===== src/design/assert_macros.svh =====
// assertion helper macros
`ifndef ASSERT_MACROS_SVH
`define ASSERT_MACROS_SVH
// assert that an implication holds at every rising clock edge outside reset
`define ASSERT_IMPL(label, clk, rst_n, prop, msg) \
  label: assert property (@(posedge clk) disable iff (!rst_n) prop) else $error(msg);
// assert that a condition never holds outside reset
`define ASSERT_NEVER(label, clk, rst_n, cond, msg) \
  label: assert property (@(posedge clk) disable iff (!rst_n) !(cond)) else $error(msg);
`endif


===== src/design/rsb10_ram.sv =====
// ----------------------------------------------------------------------------
// rsb10_ram
// generic simple dual port ram (one write port, one read port) with registered read
// ----------------------------------------------------------------------------
module rsb10_ram #(
  parameter int unsigned Width = 31,
  parameter int unsigned Depth = 64
) (
  input  logic                     clk_i,
  input  logic                     we_i,
  input  logic [$clog2(Depth)-1:0] waddr_i,
  input  logic [Width-1:0]         wdata_i,
  input  logic [$clog2(Depth)-1:0] raddr_i,
  output logic [Width-1:0]         rdata_o
);
  logic [Width-1:0] mem_q [Depth];
  always_ff @(posedge clk_i) begin
    if (we_i) mem_q[waddr_i] <= wdata_i;
    rdata_o <= mem_q[raddr_i];
  end
endmodule


===== config.mk =====
export PLATFORM = sky130hd
export DESIGN_NAME = rsb10_ram
export DESIGN_NICKNAME = d
export VERILOG_FILES = /design/src/design/assert_macros.svh /design/src/design/rsb10_ram.sv
export SDC_FILE = /design/constraint.sdc
export NUM_CORES = 2
export LEC_CHECK = 0
export BUFFER_PORTS_ARGS = -buffer_cell sky130_fd_sc_hd__buf_4
export CORE_MARGIN = 8
export CORE_UTILIZATION = 45
export CTS_CLUSTER_DIAMETER = 120
export DETAILED_ROUTE_END_ITERATION = 8
export GPL_TIMING_DRIVEN = 0
export SLEW_MARGIN = 20
export SYNTH_ARGS = -nofsm -noshare
export SYNTH_HDL_FRONTEND = slang
export SYNTH_SLANG_ARGS = --single-unit

===== constraint.sdc =====
create_clock -name clk_i -period 3.3 [get_ports clk_i]
set_input_delay 0.33 -clock clk_i [delete_from_list [all_inputs] [get_ports clk_i]]
set_output_delay 0.33 -clock clk_i [all_outputs]
set_load 0.02 [all_outputs]

==> run summary <==
Mapped Nets = 3,463
Worst Setup Slack, final = -23.1 ps
fmax = 301 MHz
hold endpoint = mem_q[1][0]
Reg2Reg Launch Point = mem_q[35][16]
Worst-Skew Late Latency = 830 ps
final setup fails = 1
Clk pin slew, worst setup/hold paths = 60 ps
Detailed Place HPWL = 126,000 um
status = finished with violations
Critical Path RT = 3980 ps
grt total ovfl = 0
Tot Pwr = 53.1 mW
Post-synth EDFFs = 1,984
filler instances = 13,148
Tmin final = 3320 ps
Fin. Hold Viols = 0
Final Cycle Share = 1.01
HP Class = input pin to register
Post-CTS Repair Setup Buffers = 0
CP arrival = 4000 ps
Seq cells post-synth = 2,015
drt wl/cell = 32.1 um
Startpoint Class = input pin
DRC violations left = 0
max cap viols = 0
final hold slack = 49.7 ps
All-Layer GR Usage = 0.215
Total Routed Length = 198,000 um
share of cells above drive strength 1 = 0.259
clk root buf = clkbuf_16
Num CTS Buffers = 197
Slew headroom = 0.215
setup slack, reg-to-reg = 910 ps
Core ar. = 0.169 mm^2
area delta synth->final = 15.5%
worst r2r dst = rdata_o[16]
yosys warns = 0
most numerous cell in the Yosys netlist = edfxtp_1
placed cell area = 0.0819 mm^2
# H-tree levels = 4
crit path kind = input pin to register
reg2reg path depth = 5
failing checks = negative setup slack
post-synthesis cell type count = 33
Max Fanout on Critical Path = 10
remaining antenna violation count = 0
CTS sink cnt = 2,015
CP Capture Type = register
syn_area_per_cell = 22.3 um^2
largest net degree at the start of global routing = 65
Mapped Area = 0.0763 mm^2
Slew @ Worst Pin = 1170 ps
Horiz. Die Dim = 428 um
Port Buffer Count = 67
Slew Limit Fails = 0
Max Root-Sink Buffers = 3
chip height = 428 um
Top FF cell, synth = edfxtp_1
Hold Path Cell Cnt = 1
vias in the first global route = 36,754
share of the synthesized area in the top cell type = 0.781
Synth area leaders = edfxtp_1 78%, mux4_2 12%, mux2i_1 3.9%
routed vias/inst = 5.96
LEAKAGE = 28.0 nW
nets = 3,805
Final TNS setup = -23.1 ps
skew final = 20.3 ps
worst hold path startpoint = wdata_i[0]
Post-synth top cells = 1,984 x edfxtp_1, 403 x mux4_2, 295 x mux2i_1
# IOs = 76
CTS tree = built
routability cong. = 0.898
DRT iter0 DRCs = 4,462
register area share after synthesis = 0.789
initial antenna violation count = 13
First-pass DRT Iterations = 6
via count = 36,669
top cell type by total area after synthesis = edfxtp_1
final instance area = 0.0881 mm^2
num rows = 151
post-synthesis async set-or-reset flop share = 0
Place WS = -1030 ps
Max IR drop VDD = 0.570 mV
Post-Synthesis Cells = 3,418
PwrDens = 603 mW/mm^2
global-route wire length before repair = 278,000 um
initial core utilization = 0.452
DIE AREA = 0.183 mm^2
RSZ-0062 raised after global routing = no
-- final cells by class --
class / instances / area [um^2] / area share
clock buffer: 244 / 5150 / 0.0584
clock inverter: 121 / 1070 / 0.0122
sequential: 2015 / 60200 / 0.683
buffer: 195 / 935 / 0.0106
antenna: 11 / 27.5 / 0.000312
tap: 2218 / 2780 / 0.0315
timing repair buffer: 143 / 2210 / 0.0251
multi-input combinational: 1208 / 15800 / 0.179
-- cells in the final DEF, fill, tap and decap left out, types with 6 or more instances in the layout --
cell,instances
buf_12,35
buf_1,12
buf_8,7
edfxtp_1,1984
a31oi_1,52
nor2_4,62
mux2i_1,295
buf_4,91
buf_2,78
dfxtp_1,31
clkinv_1,48
nand3_1,6
a21o_1,26
diode_2,11
nor2b_1,6
o22ai_1,85
clkbuf_16,199
o31ai_2,21
buf_16,32
clkinv_8,8
nor2_1,14
mux2_2,7
mux4_2,403
o21ai_0,52
nand2_1,10
a22oi_1,104
bufinv_16,14
clkbuf_1,124
clkinv_2,34
and3_1,26
-- per-layer routing --
metal  GRT usage  up-vias  share of wire
met5           0        -        0.00016
met4      0.0784        4          0.039
met3      0.0390      310          0.076
met2       0.348     1483           0.48
met1       0.296    19619           0.40
li1            -    15253              -
-- where the power goes --
part,switching (mW),internal [mW]
Combinational,1.92,0.947
Sequential,0.0519,28.3
Clock,9.64,12.2
Total,11.6,41.5
-- worst max-delay path by stage --
stage	depth (start not counted)	to	slack (ps)	start
global route	9	rdata_o[27]	40	raddr_i[0]
global placement	4	mem_q[34][15]	-1720	waddr_i[5]
detailed placement	9	rdata_o[21]	-1030	raddr_i[0]
CTS	9	rdata_o[28]	40	raddr_i[0]
finish	9	rdata_o[20]	-20	raddr_i[0]
floorplan	4	mem_q[39][0]	360	waddr_i[5]
-- critical path: stages --
cell,delay [ps]
buf_2,240
buf_6,240
buf_2,450
buf_2,510
nand3b_1,530
clkbuf_1,430
o22ai_1,510
o31ai_2,300
and3_1,400
-- flip-flops by register name, indices dropped and copies added (netlist names) --
register and cells:
rdata_o 31, mem_q 1984
-- logic make-up (layout without fill, tap and decap cells) --
kind of cell | after synthesis | after routing | synth area share
flops | 2015 | 2015 | 0.789
mux | 705 | 705 | 0.159
compound gates | 352 | 352 | 0.0306
buf+inv | 195 | 703 | 0.0122
simple gates | 151 | 151 | 0.00953
other cells | 0 | 11 | 0
-- stage by stage --
stage / instances / util
2_1_floorplan: 3418 / -
3_3_place_gp: 5703 / 0.471
3_5_place_dp: 5778 / 0.485
4_1_cts: 6144 / 0.522
5_1_grt: 6144 / 0.522
6_report: 6155 / 0.522
-- repair_timing --
action                     in CTS  in global routing
setup endpoints to repair       3                  0
hold endpoints to repair        3                  0
resized for setup               3                  0
hold buffers                    1                  0
Power figures use the tool's default switching activity.
